[config.mk]
export PLATFORM = sky130hd
export DESIGN_NAME = char_lcd_parallel_interface
export DESIGN_NICKNAME = d
export VERILOG_FILES = /design/src/hdl/clcd_pkg.sv /design/src/hdl/clcd_front.sv /design/src/hdl/clcd_queue.sv /design/src/hdl/clcd_back.sv /design/src/hdl/char_lcd_parallel_interface.sv
export SDC_FILE = /design/constraint.sdc
export NUM_CORES = 1
export LEC_CHECK = 0
export ABC_AREA = 1
export ABC_CLOCK_PERIOD_IN_PS = 7500
export BUFFER_PORTS_ARGS = -buffer_cell sky130_fd_sc_hd__buf_2
export CORE_ASPECT_RATIO = 1.25
export CORE_MARGIN = 2
export CORE_UTILIZATION = 48
export CTS_CLUSTER_SIZE = 12
export DETAILED_ROUTE_END_ITERATION = 10
export PLACE_DENSITY = 0.71
export SETUP_SLACK_MARGIN = 0.1
export SYNTH_ARGS = -nofsm -noshare
export SYNTH_HDL_FRONTEND = slang
export SYNTH_HIERARCHICAL = 1
export SYNTH_SLANG_ARGS = --single-unit
[constraint.sdc]
create_clock -name clock -period 7.5 [get_ports clock]
set_input_delay 0.375 -clock clock [delete_from_list [all_inputs] [get_ports clock]]
set_output_delay 0.375 -clock clock [all_outputs]
set_load 0.03 [all_outputs]
[src/hdl/clcd_pkg.sv]
// ----------------------------------------------------------------------------
// clcd_pkg: shared types and constants for the character LCD bus sequencer
// Phase codes, queue entry layout, beat widths and the init command list.
// ----------------------------------------------------------------------------
`default_nettype none

package clcd_pkg;

   // Beat widths on the stream and register ports
   localparam int REQ_DATA_W  = 24;
   localparam int REQ_USER_W  = 2;
   localparam int RSP_DATA_W  = 16;
   localparam int CSR_INDEX_W = 2;
   localparam int CSR_DATA_W  = 16;

   // Request kinds
   localparam logic [1:0] TYPE_DATA = 2'd0;
   localparam logic [1:0] TYPE_CMD  = 2'd1;
   localparam logic [1:0] TYPE_POS  = 2'd2;

   // Display rows that act on a position request
   localparam logic [1:0] ROW_ONE = 2'd1;
   localparam logic [1:0] ROW_TWO = 2'd2;

   // DDRAM address bases for the two rows
   localparam logic [7:0] ROW_ONE_BASE = 8'h80;
   localparam logic [7:0] ROW_TWO_BASE = 8'hC0;

   // Register indexes
   localparam logic [CSR_INDEX_W-1:0] CSR_SETUP     = 2'd0;
   localparam logic [CSR_INDEX_W-1:0] CSR_BUSY_HOLD = 2'd1;
   localparam logic [CSR_INDEX_W-1:0] CSR_POWERUP   = 2'd2;

   // Register reset values
   localparam logic [7:0]  SETUP_RESET     = 8'd2;
   localparam logic [15:0] BUSY_HOLD_RESET = 16'd5000;
   localparam logic [15:0] POWERUP_RESET   = 16'd15000;

   localparam logic [15:0] DELAY_MAX = 16'hFFFF;

   // Queue between front and back
   localparam int QUEUE_DEPTH = 4;
   localparam int QPTR_W      = $clog2(QUEUE_DEPTH);
   localparam int QCNT_W      = $clog2(QUEUE_DEPTH + 1);

   typedef enum logic [2:0] {
      PH_POWERUP,
      PH_IDLE,
      PH_BHOLD,
      PH_BDROP,
      PH_WSET,
      PH_WDATA,
      PH_WENH
   } phase_type;

   // One classified request beat
   typedef struct packed {
      logic       tick;
      logic       valid;
      logic       start;   // a byte goes out for this request
      logic       rs_bit;
      logic [7:0] data;
      logic       busy;
   } item_type;

   // Power-up list: clear, 8-bit 2-line mode x3, display on, clear, entry mode, home
   function automatic logic [7:0] init_byte(input logic [2:0] idx);
      logic [7:0] b;
      unique case (idx)
         3'd0: b = 8'h01;
         3'd1: b = 8'h38;
         3'd2: b = 8'h38;
         3'd3: b = 8'h38;
         3'd4: b = 8'h0E;
         3'd5: b = 8'h01;
         3'd6: b = 8'h06;
         3'd7: b = 8'h80;
      endcase
      return b;
   endfunction

endpackage

`default_nettype wire

[src/hdl/clcd_front.sv]
// ----------------------------------------------------------------------------
// clcd_front: request intake and classification
// Unpacks a request beat, works out the byte and RS for it and whether
// anything goes out, and pushes the result into the queue.
// ----------------------------------------------------------------------------
`default_nettype none

module clcd_front (
   input  wire logic                              req_tvalid,
   output logic                                   req_tready,
   input  wire logic [clcd_pkg::REQ_DATA_W-1:0]   req_tdata,
   input  wire logic [clcd_pkg::REQ_USER_W-1:0]   req_tuser,
   input  wire logic                              q_full,
   output logic                                   q_push,
   output clcd_pkg::item_type                     q_item
);
   import clcd_pkg::*;

   logic       f_tick;
   logic       f_valid;
   logic [7:0] f_byte;
   logic [1:0] f_row;
   logic [5:0] f_col;
   logic       f_busy;
   logic [7:0] pos_byte;
   logic       row_ok;

   assign f_tick  = req_tdata[0];
   assign f_valid = req_tdata[1];
   assign f_byte  = req_tdata[9:2];
   assign f_row   = req_tdata[11:10];
   assign f_col   = req_tdata[17:12];
   assign f_busy  = req_tdata[18];

   assign row_ok   = (f_row == ROW_ONE) || (f_row == ROW_TWO);
   // column counts from 1; wraps modulo 256
   assign pos_byte = ((f_row == ROW_ONE) ? ROW_ONE_BASE : ROW_TWO_BASE)
                     + {2'b00, f_col} - 8'd1;

   always_comb begin
      q_item.tick   = f_tick;
      q_item.valid  = f_valid;
      q_item.busy   = f_busy;
      q_item.start  = 1'b0;
      q_item.rs_bit = 1'b0;
      q_item.data   = f_byte;
      unique case (req_tuser)
         TYPE_DATA: begin
            q_item.start  = f_valid;
            q_item.rs_bit = 1'b1;
         end
         TYPE_CMD: begin
            q_item.start = f_valid;
         end
         TYPE_POS: begin
            q_item.start = f_valid && row_ok;
            q_item.data  = pos_byte;
         end
         default: begin
            q_item.start = 1'b0;
         end
      endcase
   end

   assign req_tready = !q_full;
   assign q_push     = req_tvalid && !q_full;

endmodule

`default_nettype wire

[src/hdl/clcd_queue.sv]
// ----------------------------------------------------------------------------
// clcd_queue: short FIFO between intake and sequencer
// Holds classified beats so intake keeps going while the output stalls.
// ----------------------------------------------------------------------------
`default_nettype none

module clcd_queue (
   input  wire logic                clock,
   input  wire logic                reset,
   input  wire logic                push,
   input  wire clcd_pkg::item_type  push_item,
   output logic                     full,
   input  wire logic                pop,
   output logic                     not_empty,
   output clcd_pkg::item_type       head_item
);
   import clcd_pkg::*;

   item_type            mem_ff [QUEUE_DEPTH];
   logic [QPTR_W-1:0]   wr_ptr_ff, wr_ptr_in;
   logic [QPTR_W-1:0]   rd_ptr_ff, rd_ptr_in;
   logic [QCNT_W-1:0]   cnt_ff, cnt_in;

   assign full      = (cnt_ff == QCNT_W'(QUEUE_DEPTH));
   assign not_empty = (cnt_ff != '0);
   assign head_item = mem_ff[rd_ptr_ff];

   always_comb begin
      wr_ptr_in = push ? wr_ptr_ff + 1'b1 : wr_ptr_ff;
      rd_ptr_in = pop  ? rd_ptr_ff + 1'b1 : rd_ptr_ff;
      cnt_in    = cnt_ff + QCNT_W'(push) - QCNT_W'(pop);
   end

   always_ff @(posedge clock) begin
      if (reset) begin
         wr_ptr_ff <= '0;
         rd_ptr_ff <= '0;
         cnt_ff    <= '0;
      end else begin
         wr_ptr_ff <= wr_ptr_in;
         rd_ptr_ff <= rd_ptr_in;
         cnt_ff    <= cnt_in;
      end
   end

   always_ff @(posedge clock) begin
      if (push) begin
         mem_ff[wr_ptr_ff] <= push_item;
      end
   end

endmodule

`default_nettype wire

[src/hdl/clcd_back.sv]
// ----------------------------------------------------------------------------
// clcd_back: pin sequencer
// Runs one sequencer cycle per queued beat: power-up wait, init list,
// busy poll and write strobe, and registers the pin values for the beat.
// ----------------------------------------------------------------------------
`default_nettype none

module clcd_back #(
   parameter int INIT_LENGTH = 8
) (
   input  wire logic                                 clock,
   input  wire logic                                 reset,
   input  wire logic                                 q_not_empty,
   input  wire clcd_pkg::item_type                   q_head,
   output logic                                      q_pop,
   input  wire logic                                 csr_valid,
   output logic                                      csr_ready,
   input  wire logic [clcd_pkg::CSR_INDEX_W-1:0]     csr_index,
   input  wire logic [clcd_pkg::CSR_DATA_W-1:0]      csr_data,
   output logic                                      rsp_tvalid,
   input  wire logic                                 rsp_tready,
   output logic [clcd_pkg::RSP_DATA_W-1:0]           rsp_tdata
);
   import clcd_pkg::*;

   localparam logic [3:0] INIT_LAST = 4'(INIT_LENGTH);

   // configuration
   logic [7:0]  setup_ff;
   logic [15:0] hold_ff;
   logic [15:0] pwr_ff;

   // sequencer state
   phase_type   phase_ff, phase_in;
   logic [15:0] delay_ff, delay_in;
   logic [7:0]  byte_ff,  byte_in;
   logic        rs_ff,    rs_in;
   logic [3:0]  step_ff,  step_in;
   logic        fin_ff,   fin_in;

   // output stage
   logic                  out_valid_ff, out_valid_in;
   logic [RSP_DATA_W-1:0] out_data_ff,  out_data_in;

   logic [15:0] target;
   logic        t_done;
   logic [15:0] t_count;
   logic [3:0]  step_inc;

   logic       p_rs, p_rw, p_en, p_drive, p_ready;
   logic [7:0] p_bus;

   assign q_pop     = q_not_empty && (!out_valid_ff || rsp_tready);
   assign csr_ready = 1'b1;

   // timed-step counter shared by all phases
   always_comb begin
      unique case (phase_ff)
         PH_POWERUP: target = pwr_ff;
         PH_BHOLD:   target = hold_ff;
         default:    target = {8'h00, setup_ff};
      endcase
      t_done = (delay_ff >= target);
      if (t_done) begin
         t_count = '0;
      end else if (q_head.tick && delay_ff != DELAY_MAX) begin
         t_count = delay_ff + 16'd1;
      end else begin
         t_count = delay_ff;
      end
   end

   assign step_inc = step_ff + 4'd1;

   // next state
   always_comb begin
      phase_in = phase_ff;
      delay_in = t_count;
      byte_in  = byte_ff;
      rs_in    = rs_ff;
      step_in  = step_ff;
      fin_in   = fin_ff;
      unique case (phase_ff)
         PH_POWERUP: begin
            if (t_done) begin
               step_in  = '0;
               byte_in  = init_byte(3'd0);
               rs_in    = 1'b0;
               phase_in = PH_BHOLD;
            end
         end
         PH_BHOLD: begin
            if (t_done) begin
               phase_in = q_head.busy ? PH_BDROP : PH_WSET;
            end
         end
         PH_BDROP: begin
            delay_in = '0;
            phase_in = PH_BHOLD;
         end
         PH_WSET: begin
            if (t_done) begin
               phase_in = PH_WDATA;
            end
         end
         PH_WDATA: begin
            if (t_done) begin
               phase_in = PH_WENH;
            end
         end
         PH_WENH: begin
            if (t_done) begin
               if (!fin_ff) begin
                  step_in = step_inc;
                  if (step_inc >= INIT_LAST) begin
                     fin_in   = 1'b1;
                     phase_in = PH_IDLE;
                  end else begin
                     byte_in  = init_byte(step_inc[2:0]);
                     rs_in    = 1'b0;
                     phase_in = PH_BHOLD;
                  end
               end else begin
                  phase_in = PH_IDLE;
               end
            end
         end
         default: begin
            phase_in = PH_IDLE;
            delay_in = '0;
            if (q_head.start) begin
               byte_in  = q_head.data;
               rs_in    = q_head.rs_bit;
               phase_in = PH_BHOLD;
            end
         end
      endcase
   end

   // pin values of the current phase
   always_comb begin
      p_rs    = 1'b0;
      p_rw    = 1'b0;
      p_en    = 1'b0;
      p_bus   = 8'h00;
      p_drive = 1'b0;
      p_ready = 1'b0;
      unique case (phase_ff)
         PH_POWERUP: begin
            p_drive = 1'b0;
         end
         PH_BHOLD: begin
            p_rw = 1'b1;
            p_en = 1'b1;
         end
         PH_BDROP: begin
            p_rw = 1'b1;
         end
         PH_WSET: begin
            p_rs = rs_ff;
         end
         PH_WDATA: begin
            p_rs    = rs_ff;
            p_bus   = byte_ff;
            p_drive = 1'b1;
         end
         PH_WENH: begin
            p_rs    = rs_ff;
            p_bus   = byte_ff;
            p_drive = 1'b1;
            p_en    = 1'b1;
         end
         default: begin
            p_rs    = rs_ff;
            p_bus   = byte_ff;
            p_drive = 1'b1;
            p_ready = q_head.valid;
         end
      endcase
   end

   always_comb begin
      out_data_in  = {2'b00, fin_ff, p_ready, p_drive, p_bus, p_en, p_rw, p_rs};
      out_valid_in = q_pop ? 1'b1 : (out_valid_ff && !rsp_tready);
   end

   always_ff @(posedge clock) begin
      if (reset) begin
         phase_ff     <= PH_POWERUP;
         delay_ff     <= '0;
         byte_ff      <= '0;
         rs_ff        <= 1'b0;
         step_ff      <= '0;
         fin_ff       <= 1'b0;
         out_valid_ff <= 1'b0;
      end else begin
         out_valid_ff <= out_valid_in;
         if (q_pop) begin
            phase_ff <= phase_in;
            delay_ff <= delay_in;
            byte_ff  <= byte_in;
            rs_ff    <= rs_in;
            step_ff  <= step_in;
            fin_ff   <= fin_in;
         end
      end
   end

   always_ff @(posedge clock) begin
      if (q_pop) begin
         out_data_ff <= out_data_in;
      end
   end

   always_ff @(posedge clock) begin
      if (reset) begin
         setup_ff <= SETUP_RESET;
         hold_ff  <= BUSY_HOLD_RESET;
         pwr_ff   <= POWERUP_RESET;
      end else if (csr_valid && csr_ready) begin
         unique case (csr_index)
            CSR_SETUP:     setup_ff <= csr_data[7:0];
            CSR_BUSY_HOLD: hold_ff  <= csr_data;
            CSR_POWERUP:   pwr_ff   <= csr_data;
            default:       setup_ff <= setup_ff;
         endcase
      end
   end

   assign rsp_tvalid = out_valid_ff;
   assign rsp_tdata  = out_data_ff;

   // once the init list is out it stays out
   a_fin_sticky: assert property (@(posedge clock) disable iff (reset)
      fin_ff |=> fin_ff)
      else $error("init_done dropped");

   // idle is only reached after the init list
   a_idle_after_init: assert property (@(posedge clock) disable iff (reset)
      (phase_ff == PH_IDLE) |-> fin_ff)
      else $error("idle before init list finished");

   // sequencer advances only on a popped beat
   a_hold_without_pop: assert property (@(posedge clock) disable iff (reset)
      !q_pop |=> $stable(phase_ff) && $stable(delay_ff) && $stable(step_ff))
      else $error("sequencer moved without a beat");

   // a fresh result is captured whenever a beat is popped
   a_pop_gives_result: assert property (@(posedge clock) disable iff (reset)
      q_pop |=> out_valid_ff)
      else $error("popped beat produced no result");

endmodule

`default_nettype wire

[src/hdl/char_lcd_parallel_interface.sv]
// ----------------------------------------------------------------------------
// char_lcd_parallel_interface: 8-bit character LCD bus sequencer
// Each request beat is one cycle of the pin sequencer; each response beat
// carries the display pin values for that cycle.
// ----------------------------------------------------------------------------
// Usage:
//   req_* beats carry the per-cycle inputs: microsecond tick, request
//   valid/kind (kind in tuser), byte, row, column and the sampled busy flag.
//   rsp_* returns one beat per request beat with RS, RW, EN, the data byte,
//   bus drive, request-taken flag and init-done flag.
//   csr_* writes setup, busy-hold and power-up tick counts; write only while
//   no beats are in flight. csr_ready is always high.
// Timing:
//   An accepted request beat goes into the queue; its result is registered
//   when the sequencer pops it. One beat per cycle is sustained while
//   rsp_tready is high; a step does the timer compare and phase update.
// Reset and stalls:
//   Reset puts the sequencer in the power-up wait and restores register
//   defaults. When rsp_tready is low the result is held and up to four
//   request beats queue up; after that req_tready drops.
// ----------------------------------------------------------------------------
`default_nettype none

module char_lcd_parallel_interface #(
   parameter int INIT_LENGTH = 8
) (
   input  wire logic                                clock,
   input  wire logic                                reset,
   // tdata: us_tick[0], req_valid[1], byte_in[9:2], row[11:10],
   //        column[17:12], busy_in[18], zero[23:19]
   input  wire logic                                req_tvalid,
   output logic                                     req_tready,
   input  wire logic [clcd_pkg::REQ_DATA_W-1:0]     req_tdata,
   // tuser: req_type[1:0]
   input  wire logic [clcd_pkg::REQ_USER_W-1:0]     req_tuser,
   // tdata: rs[0], rw[1], en[2], bus_out[10:3], bus_drive[11],
   //        ready_res[12], init_done[13], zero[15:14]
   output logic                                     rsp_tvalid,
   input  wire logic                                rsp_tready,
   output logic [clcd_pkg::RSP_DATA_W-1:0]          rsp_tdata,
   input  wire logic                                csr_valid,
   output logic                                     csr_ready,
   input  wire logic [clcd_pkg::CSR_INDEX_W-1:0]    csr_index,
   input  wire logic [clcd_pkg::CSR_DATA_W-1:0]     csr_data
);
   import clcd_pkg::*;

   logic     q_full;
   logic     q_push;
   logic     q_pop;
   logic     q_not_empty;
   item_type push_item;
   item_type head_item;

   clcd_front u_front (
      .req_tvalid (req_tvalid),
      .req_tready (req_tready),
      .req_tdata  (req_tdata),
      .req_tuser  (req_tuser),
      .q_full     (q_full),
      .q_push     (q_push),
      .q_item     (push_item)
   );

   clcd_queue u_queue (
      .clock     (clock),
      .reset     (reset),
      .push      (q_push),
      .push_item (push_item),
      .full      (q_full),
      .pop       (q_pop),
      .not_empty (q_not_empty),
      .head_item (head_item)
   );

   clcd_back #(
      .INIT_LENGTH (INIT_LENGTH)
   ) u_back (
      .clock       (clock),
      .reset       (reset),
      .q_not_empty (q_not_empty),
      .q_head      (head_item),
      .q_pop       (q_pop),
      .csr_valid   (csr_valid),
      .csr_ready   (csr_ready),
      .csr_index   (csr_index),
      .csr_data    (csr_data),
      .rsp_tvalid  (rsp_tvalid),
      .rsp_tready  (rsp_tready),
      .rsp_tdata   (rsp_tdata)
   );

endmodule

`default_nettype wire

After elaboration in Yosys (flattened, before gate mapping)
Memory sizes are Yosys's and may differ from the RTL's. A register that Yosys moved wholly into a read port is not among the register bits.
Cells that the tools add are included.
{"block": "totals", "reg_bits": 95, "latchBits": 0, "ramBits": 52, "romBits": 56, "input_bits": 49, "output_inout_bits": 19, "wordCells": 127, "n_memories": 2}
{"memory": "(no name shown)", "words": 8, "width": 7, "read_ports": 1, "rd_clocked_by_memory_dff": 0, "wr": 0, "line_no": "clcd_pkg.sv:69", "source": "unique case (idx)"}
{"memory": "u_queue.mem_ff", "words": 4, "width": 13, "read_ports": 1, "rd_clocked_by_memory_dff": 1, "wr": 1, "line_no": "clcd_queue.sv:19", "source": "item_type mem_ff [QUEUE_DEPTH];"}
{"block": "classes", "n_addsub": 8, "multipliers": 0, "n_div": 0, "magnitude_cmp": 2, "n_eq_ne": 21, "shift": 0, "mux": 44, "bitwise": 1, "reduce_logical": 32}
{"op": "16-bit 2-to-1 mux", "count": 3}
{"op": "8-bit 2-to-1 mux", "count": 6}
{"op": "16-bit case mux with 2 select lines", "count": 1}
{"op": "8-bit case mux with 3 select lines", "count": 1}
{"op": "3-bit 2-to-1 mux", "count": 6}
{"op": "3-bit case mux with 6 select lines", "count": 1}
{"op": "16-bit by 1-bit adder with 16-bit output, second input constant", "count": 1}
{"op": "16-bit greater-or-equal comparator", "count": 1}
{"op": "16-bit inequality test, second input constant", "count": 1}
{"op": "1-bit 2-to-1 mux", "count": 14}
{"op": "3-bit == test, second input constant", "count": 4}
{"op": "4-bit 2-to-1 mux", "count": 3}
{"op": "2-bit 2-to-1 mux", "count": 5}
{"op": "2-bit by 1-bit inequality test with 1-bit output, second input constant", "count": 5}
{"op": "8-bit by 6-bit adder with 8-bit output", "count": 1}
{"op": "4-bit case mux with 2 select lines", "count": 1}
{"op": "2-bit AND reduction", "count": 4}
{"op": "4-bit OR reduction", "count": 2}
{"op": "8-bit by 1-bit subtractor with 8-bit output, second input constant", "count": 1}
{"op": "7-bit 2-to-1 mux", "count": 1}
{"op": "7-bit AND reduction", "count": 1}
{"op": "2-bit by 1-bit == test with 1-bit output, second input constant", "count": 3}
{"op": "2-bit == test, second input constant", "count": 3}
{"op": "3-bit by 2-bit == test with 1-bit output, second input constant", "count": 2}
{"op": "other kinds (24)", "count": 37}

Longest topological paths before layout
Gate-level depths: netlist of run 1.
{"block": "depth", "word_depth": 6, "ltp_mapped": 22, "ltp_nobuf": 21}

By module
The synthesis of run 1 kept the hierarchy.
{"mod": "clcd_back", "instances": 1, "cells_each": 678, "area_per_inst_um2": 4774.6, "seq_area_each_um2": 1901.8}
{"mod": "clcd_queue", "instances": 1, "cells_each": 208, "area_per_inst_um2": 2588.7, "seq_area_each_um2": 1741.7}
{"mod": "clcd_front", "instances": 1, "cells_each": 61, "area_per_inst_um2": 316.6, "seq_area_each_um2": 0.0}

Worst setup path after synthesis of run 1
No wires, ideal clock.
{"block": "synth_path", "path_type": "reg-to-reg", "from": "register u_back.out_valid_ff, in the netlist u_back/rsp_tvalid", "to": "register u_queue.cnt_ff[1]", "setup_time_ns": 0.109, "arrival_time_ns": 2.538, "required_ns": 7.391, "slack_ns": 4.853, "path_stages_with_launch": 11, "path_buffers": 1, "synth_period_minus_slack_ns": 2.647, "path_cell_list": "dfxtp_1 nand2_1 nand2_1 inv_1 clkbuf_1 ha_1 inv_1 ha_1 fa_1 inv_1 nor2_1"}
{"block": "synth_between", "elab_chain_cells": 4}
{"item": "start: declaration", "line_no": "clcd_back.sv:42", "source": "logic out_valid_ff, out_valid_in;"}
{"item": "start signal: assignment", "line_no": "clcd_back.sv:197", "source": "out_valid_ff <= out_valid_in;"}
{"item": "1-bit logical NOT", "line_no": "clcd_back.sv:53", "source": "assign q_pop = q_not_empty && (!out_valid_ff || rsp_tready);"}
{"item": "1-bit logical OR", "line_no": "clcd_back.sv:53"}
{"item": "1-bit logical AND", "line_no": "clcd_back.sv:53"}
{"item": "named net q_pop", "line_no": "char_lcd_parallel_interface.sv:50", "source": "logic q_pop;"}
{"item": "3-bit by 1-bit subtractor with 3-bit output", "line_no": "clcd_queue.sv:31", "source": "cnt_in = cnt_ff + QCNT_W'(push) - QCNT_W'(pop);"}
{"item": "named net u_queue.cnt_in[1]", "line_no": "clcd_queue.sv:22", "source": "logic [QCNT_W-1:0] cnt_ff, cnt_in;"}
{"item": "end signal: assignment", "line_no": "clcd_queue.sv:42", "source": "cnt_ff <= cnt_in;"}
{"item": "end: declaration", "line_no": "clcd_queue.sv:22"}
The timed path passes the listed nets, and every way through them passes these cells.
A chain may end at the register's enable or synchronous reset.

Worst setup path after layout of run 1
{"block": "layout_path", "from": "register u_back.phase_ff[2]", "to": "register u_back.delay_ff[8]"}
{"block": "layout_between", "elab_chain_cells": 5, "word_cells_on_any_way": 12, "classes_between": "order compare: 1; eq/ne: 5; mux: 3; reduce/logical: 3"}
{"item": "start: declaration", "line_no": "clcd_back.sv:34", "source": "phase_type phase_ff, phase_in;"}
{"item": "start signal: assignment", "line_no": "clcd_back.sv:199", "source": "phase_ff <= phase_in;"}
{"item": "3-bit by 2-bit == test with 1-bit output / 3-bit logical NOT (equally long branches)", "line_no": "clcd_back.sv:58, clcd_back.sv:83"}
{"item": "16-bit case mux with 2 select lines", "line_no": "clcd_back.sv:58", "source": "unique case (phase_ff)"}
{"item": "16-bit greater-or-equal comparator", "line_no": "clcd_back.sv:63", "source": "t_done = (delay_ff >= target);"}
{"item": "3-bit by 1-bit inequality test with 1-bit output (no source line) / 16-bit 2-to-1 mux (equally long branches)"}
{"item": "2-bit AND reduction (no source line) / 16-bit 2-to-1 mux (equally long branches)"}
{"item": "end signal: assignment", "line_no": "clcd_back.sv:200", "source": "delay_ff <= delay_in;"}
{"item": "end: declaration", "line_no": "clcd_back.sv:35", "source": "logic [15:0] delay_ff, delay_in;"}
Several ways; a longest one is shown, not always the timed one.

==> results.yml, run 1 <==
synth:
  avgSynthCellArea_um2: 8.11
  ys.flop_type: "dfxtp_1"
  yosysWarnings: 6
  synth.top_cell.area_share: 0.258
  ys_top_cells_by_area: "edfxtp_1 26%, dfxtp_1 22%, nand2_1 9.2%"
  synth_top_area_cell: "edfxtp_1"
  synth_edf_count: 66
  synth-seq-cells: 149
  synthCells: 947
  synth_area_mm2: 0.00768
  synth_cell_type_count: 47
  yosysMostFrequentCell: "nand2_1"
  synth-seq-area-share: 0.474
  yosys-top-cells-count: "188 x nand2_1, 157 x nor2_1, 137 x inv_1"
  async_flop_share: 0
timing:
  timing.fmax_mhz: 265
  setup_viol: 0
  period_needed_ns: 3.78
  worst_pin_slew_ns: 1.02
  final.setup.tns_ns: 0
  setup_slack_ns: 3.72
  fin_worst_skew_ns: 0.0165
  fin_hold_ws_ns: 0.160
  post-route-period-util: 0.504
  hold_viol: 0
  grt_setup_unrepaired: "false"
  slew-limit-headroom: 0.320
  maxSlewViolCount: 0
global_route:
  antenna_found_initial: 0
  grt_pass1_vias: 5757
  grt_pass1_wl_um: 26400
  groute.usage.overall: 0.197
  overflow: 0
  grt_max_degree: 69
detailed_routing:
  drc: 0
  wl_per_cell_um: 12.9
  final_antenna_net_count: 0
  first_pass_iters: 5
  viasPerCell: 4.99
  routed_wl_um: 15800
  drt_iter0_markers: 345
  vias: 6097
final_layout:
  fillers: 1477
  area_growth_pct: 11.8
  n_antenna_cell: 0
  drive_above_1_share: 0.144
  layout.nets: 1075
  final_area_mm2: 0.00859
worst_setup_path:
  crit_fanout: 15
  reg2reg_slack_ns: 3.72
  max_stage_delay_ns: 0.42
  start_kind: "flip-flop"
  r2r_end: "u_back/delay_ff[8]"
  cp.arrival_ns: 4.14
  critical_path.startpoint: "u_back/phase_ff[2]"
  cp.depth: 20
  reg2reg_depth: 20
  required_ns: 7.87
  crit_end: "u_back/delay_ff[8]"
  path_common_cell: "nand2_1"
  crit_path_top_delay_cell: "nor2_2"
  rr_startpoint: "u_back/phase_ff[2]"
  cp_cell_sequence: "nor2_2 -> inv_2 -> nor2_4 -> inv_1 -> o22ai_1 -> o21bai_1 -> ha_1 -> nand2_1 -> nand2_1 -> nand2_1 -> nand2_1 -> nor2_1 -> nand2_1 -> nand2_1 -> nand3_4 -> nand2_4 -> inv_1 -> nand2_1 -> nand2_1 -> nor2_1"
  cp_top_family: "simple AND/OR/NAND/NOR gates"
  path_class: "flip-flop to flip-flop"
  path_buf_inv: 3
  crit_path_end_kind: "flip-flop"
die:
  core_area_mm2: 0.0156
  row_count: 51
  die-area_mm2: 0.0170
  die_h_um: 145
  start_util: 0.491
  pin_count: 68
  die_w_um: 117
cts:
  cts_buffer_depth: 2
  clk_pin_slew_ns: 0.06
  cts_buffers: 17
  h-tree-depth: 4
  cts_tree: "done"
  cts_root_buf: "clkbuf_16"
  clock_latency_ns: 0.43
  holdBufCountCts: 0
  cts_num_sinks: 149
  cts_resized: 0
  cts_setup_buffers: 0
power_and_ir_drop:
  total_power_mw: 3.03
  power_density_mw_per_mm2: 352
  leakagePower_nw: 3.91
  peakVddDrop_uv: 197
placed_design:
  post_dp_cell_area_mm2: 0.00802
  hpwl_um: 10900
  post-place-ws_ns: 3.71
  finalWeightedCongestion: 0.902
  port-buffer-count: 59
outcome:
  status: "finished clean"
worst_hold_path:
  min_path_type: "input pin to flip-flop"
run:
  cap_violations: 0
## flip-flops by register name, indices dropped and copies added (netlist names), 3 cells and up, named ones only
register          flops
u_queue/mem_ff       52
u_back/delay_ff      16
u_back/hold_ff       16
u_back/pwr_ff        16
u_back/rsp_tdata     14
u_back/byte_ff        8
u_back/setup_ff       8
u_back/step_ff        4
u_back/phase_ff       3
u_queue/cnt_ff        3
## where the power goes
part / switching, mW / internal [mW]
sequential: 0.110 / 1.00
clock: 0.327 / 0.472
combinational: 0.748 / 0.363
## per-stage QoR
step	util	std cells
global placement	0.513	1189
finish	0.549	1221
detailed placement	0.513	1189
floorplan	-	948
global route	0.549	1221
CTS	0.549	1221
## worst min-delay path by stage
stage | from | to | slack (ns) | depth (start not counted)
final | csr_data[9] | u_back/hold_ff[9] | 0.16 | 3
after global routing | req_tdata[0] | u_queue/mem_ff[3][12] | 0.16 | 1
after CTS | csr_data[9] | u_back/hold_ff[9] | 0.15 | 3
after detailed placement | u_back/setup_ff[1] | u_back/setup_ff[1] | 0.45 | 2
after global placement | u_back/pwr_ff[4] | u_back/pwr_ff[4] | 0.44 | 2
after floorplan | u_back/setup_ff[1] | u_back/setup_ff[1] | 0.43 | 2
## kinds of logic after synthesis
| group | share of synthesized area |
|---|---|
| xor+xnor | 0.00684 |
| simple gates | 0.241 |
| other cells | 0.000978 |
| fa+ha+maj | 0.0499 |
| flops | 0.474 |
| buf+inv | 0.106 |
| compound gates | 0.121 |
## layer usage
metal | global-route usage | share of wire | vias to the layer above
met1 | 0.229 | 0.43 | 2826
met3 | 0.0421 | 0.036 | 23
li1 | - | - | 3154
met5 | 0 | 0 | -
met2 | 0.351 | 0.52 | 94
met4 | 0.0665 | 0.019 | 0
## final cells by class
type / instances / area, um^2 / share of cell area
Sequential cell: 149 / 3640 / 0.424
Multi-Input combinational cell: 616 / 3230 / 0.376
Inverter: 148 / 556 / 0.0647
Clock buffer: 22 / 497 / 0.0578
Timing Repair Buffer: 64 / 333 / 0.0388
Tap cell: 212 / 265 / 0.0309
Clock inverter: 10 / 67.6 / 0.00787
## placed cells by master, fill, tap and decap left out, types with 29 or more instances in the layout
master and count:
nor2_1 157, buf_2 59, nand3_1 41, ha_1 29, edfxtp_1 66, o21ai_0 43
a21oi_1 30, dfxtp_1 82, inv_1 137, nand2_1 188
## tightest hold or removal path: cells and delay by family
kind | cells | cell delay (ns)
buffers and inverters | 1 | 0.09
and+or+nand+nor | 2 | 0.10
Power figures use the tool's default switching activity.
==> run 2, diff against run 1 <==
--- a/config.mk
+++ b/config.mk
@@ -6,14 +6,14 @@
 export NUM_CORES = 1
 export LEC_CHECK = 0
 export ABC_AREA = 1
-export ABC_CLOCK_PERIOD_IN_PS = 7500
+export ABC_CLOCK_PERIOD_IN_PS = 3200
 export BUFFER_PORTS_ARGS = -buffer_cell sky130_fd_sc_hd__buf_2
 export CORE_ASPECT_RATIO = 1.25
 export CORE_MARGIN = 2
 export CORE_UTILIZATION = 48
 export CTS_CLUSTER_SIZE = 12
 export DETAILED_ROUTE_END_ITERATION = 10
-export PLACE_DENSITY = 0.71
+export PLACE_DENSITY = 0.74
 export SETUP_SLACK_MARGIN = 0.1
 export SYNTH_ARGS = -nofsm -noshare
 export SYNTH_HDL_FRONTEND = slang
==> constraint.sdc (replaced) <==
create_clock -name clock -period 3.2 [get_ports clock]
set_input_delay 0.16 -clock clock [delete_from_list [all_inputs] [get_ports clock]]
set_output_delay 0.16 -clock clock [all_outputs]
set_load 0.03 [all_outputs]
==> results.yml, run 2 (synthesized netlist as in run 1, its figures left out) <==
cts:
  cts_tree: "done"
  cts_root_buf: "clkbuf_16"
  clock_latency_ns: 0.43
  h-tree-depth: 4
  cts_buffer_depth: 2
  cts_buffers: 17
  cts_num_sinks: 149
  clk_pin_slew_ns: 0.06
power_and_ir_drop:
  comb_power_share: 0.375
  p_int_mw: 4.53
  peakVddDrop_uv: 481
  clkPwrFrac: 0.273
  switchingPower_mw: 2.79
  swShare: 0.381
  pwr-share-seq: 0.352
  leakagePower_nw: 4.04
  power_density_mw_per_mm2: 823
die:
  die-area_mm2: 0.0170
  row_count: 51
  pin_count: 68
  die_w_um: 117
  core_area_mm2: 0.0156
  die_h_um: 145
  start_util: 0.491
detailed_routing:
  final_antenna_net_count: 0
  first_pass_iters: 5
  routed_wl_um: 15900
  drc: 0
  viasPerCell: 5.03
  vias: 6286
  wl_per_cell_um: 12.8
  drt_iter0_markers: 384
worst_setup_path:
  start_kind: "flip-flop"
  crit_fanout: 14
  cp.arrival_ns: 3.21
  crit_path_end_kind: "flip-flop"
  reg2reg_slack_ns: 0.35
  reg2reg_depth: 18
  r2r_end: "u_back/delay_ff[8]"
  rr_startpoint: "u_back/phase_ff[0]"
  required_ns: 3.56
  path_class: "flip-flop to flip-flop"
final_layout:
  drive_above_1_share: 0.152
  final_area_mm2: 0.00889
  final_cells: 1249
  final_common_cell: "nand2_1"
  n_antenna_cell: 0
  area_growth_pct: 15.7
  largest_register_ffs: 52
  fin_util: 0.568
  fillers: 1396
  regMostFlops: "u_queue/mem_ff"
  layout_common_cells: "187 x nand2_1, 156 x nor2_1, 137 x inv_1, 82 x dfxtp_1, 66 x edfxtp_1"
  layout.nets: 1103
worst_hold_path:
  min-delay-start: "rsp_tready"
  min_path_type: "input pin to flip-flop"
  hold_depth: 4
  whs_endpoint: "u_back/rsp_tvalid"
timing:
  slew-limit-headroom: 0.544
  period_needed_ns: 2.85
  grt_setup_unrepaired: "false"
  fin_hold_ws_ns: 0.0105
  final.setup.tns_ns: 0
  maxSlewViolCount: 0
  post-route-period-util: 0.890
  hold_viol: 0
  worst_pin_slew_ns: 0.683
  timing.fmax_mhz: 351
  setup_viol: 0
  fin_worst_skew_ns: 0.0150
run:
  cap_violations: 0
global_route:
  grt_pass1_wl_um: 26400
  grt_max_degree: 69
  groute.usage.overall: 0.196
  antenna_found_initial: 0
  overflow: 0
  grt_pass1_vias: 5851
outcome:
  status: "finished clean"
placed_design:
  post_dp_cell_area_mm2: 0.00810
  finalWeightedCongestion: 0.913
  dp_cells: 1199
  hpwl_um: 11100
  port-buffer-count: 59
-- run 2: layout make-up --
type / count / area [um^2] / area share
Inverter: 148 / 556 / 0.0625
Multi-Input combinational cell: 616 / 3240 / 0.364
Clock inverter: 14 / 159 / 0.0179
Tap cell: 212 / 265 / 0.0298
Clock buffer: 18 / 439 / 0.0494
Sequential cell: 149 / 3640 / 0.410
Timing Repair Buffer: 92 / 588 / 0.0662
-- run 2: power by group through the flow --
stage          combinational [mW]  clock [mW]  sequential, mW
6_report                     2.75        1.99            2.58
5_1_grt                      3.11        2.10            2.63
4_1_cts                      2.74        2.04            2.58
3_5_place_dp                 2.70           0            2.62
3_3_place_gp                 2.65           0            2.61
2_1_floorplan                2.08           0            2.71
-- run 2: worst max-delay path by stage --
| stage | endpoint | start |
|---|---|---|
| after detailed placement | u_back/delay_ff[14] | u_back/phase_ff[0] |
| after global placement | u_back/delay_ff[1] | u_back/phase_ff[0] |
| after global routing | u_back/phase_ff[1] | u_back/phase_ff[0] |
| final | u_back/delay_ff[8] | u_back/phase_ff[0] |
| after floorplan | u_queue/cnt_ff[1] | u_back/rsp_tvalid |
| after CTS | u_back/delay_ff[14] | u_back/phase_ff[0] |
-- run 2: per-stage QoR --
| stage | power [mW] | setup slack [ns] |
|---|---|---|
| detailed placement | 5.31 | 0.243 |
| CTS | 7.36 | 0.222 |
| floorplan | 4.79 | 0.553 |
| finish | 7.32 | 0.351 |
| global placement | 5.26 | 0.330 |
| global route | 7.84 | 0.101 |
-- run 2: what timing repair did --
item	4_1_cts	5_1_grt
hold endpoints to repair	34	0
hold buffers	18	0
setup buffers	0	0
endpoints found under the setup margin	0	28
resized for setup	0	3
-- run 2: routing by layer --
metal | vias up | wire [um] | global-route usage
li1 | 3211 | - | -
met5 | - | 0 | 0
met4 | 0 | 412 | 0.0947
met2 | 161 | 8280 | 0.341
met1 | 2888 | 6560 | 0.225
met3 | 26 | 677 | 0.0392
-- run 2: worst max-delay path: stages, from the launching register on --
cell	delay, ns
dfxtp_1	0.46
nor2_4	0.10
buf_4	0.15
nand2_4	0.06
buf_4	0.17
nor2_1	0.05
a221oi_1	0.32
ha_1	0.33
a21oi_1	0.15
nand2_1	0.07
nand2_1	0.06
nand2_1	0.08
nand2_2	0.15
nand3_4	0.14
nand2_4	0.17
inv_1	0.07
nand2_1	0.07
nand2_1	0.05
nor2_1	0.12
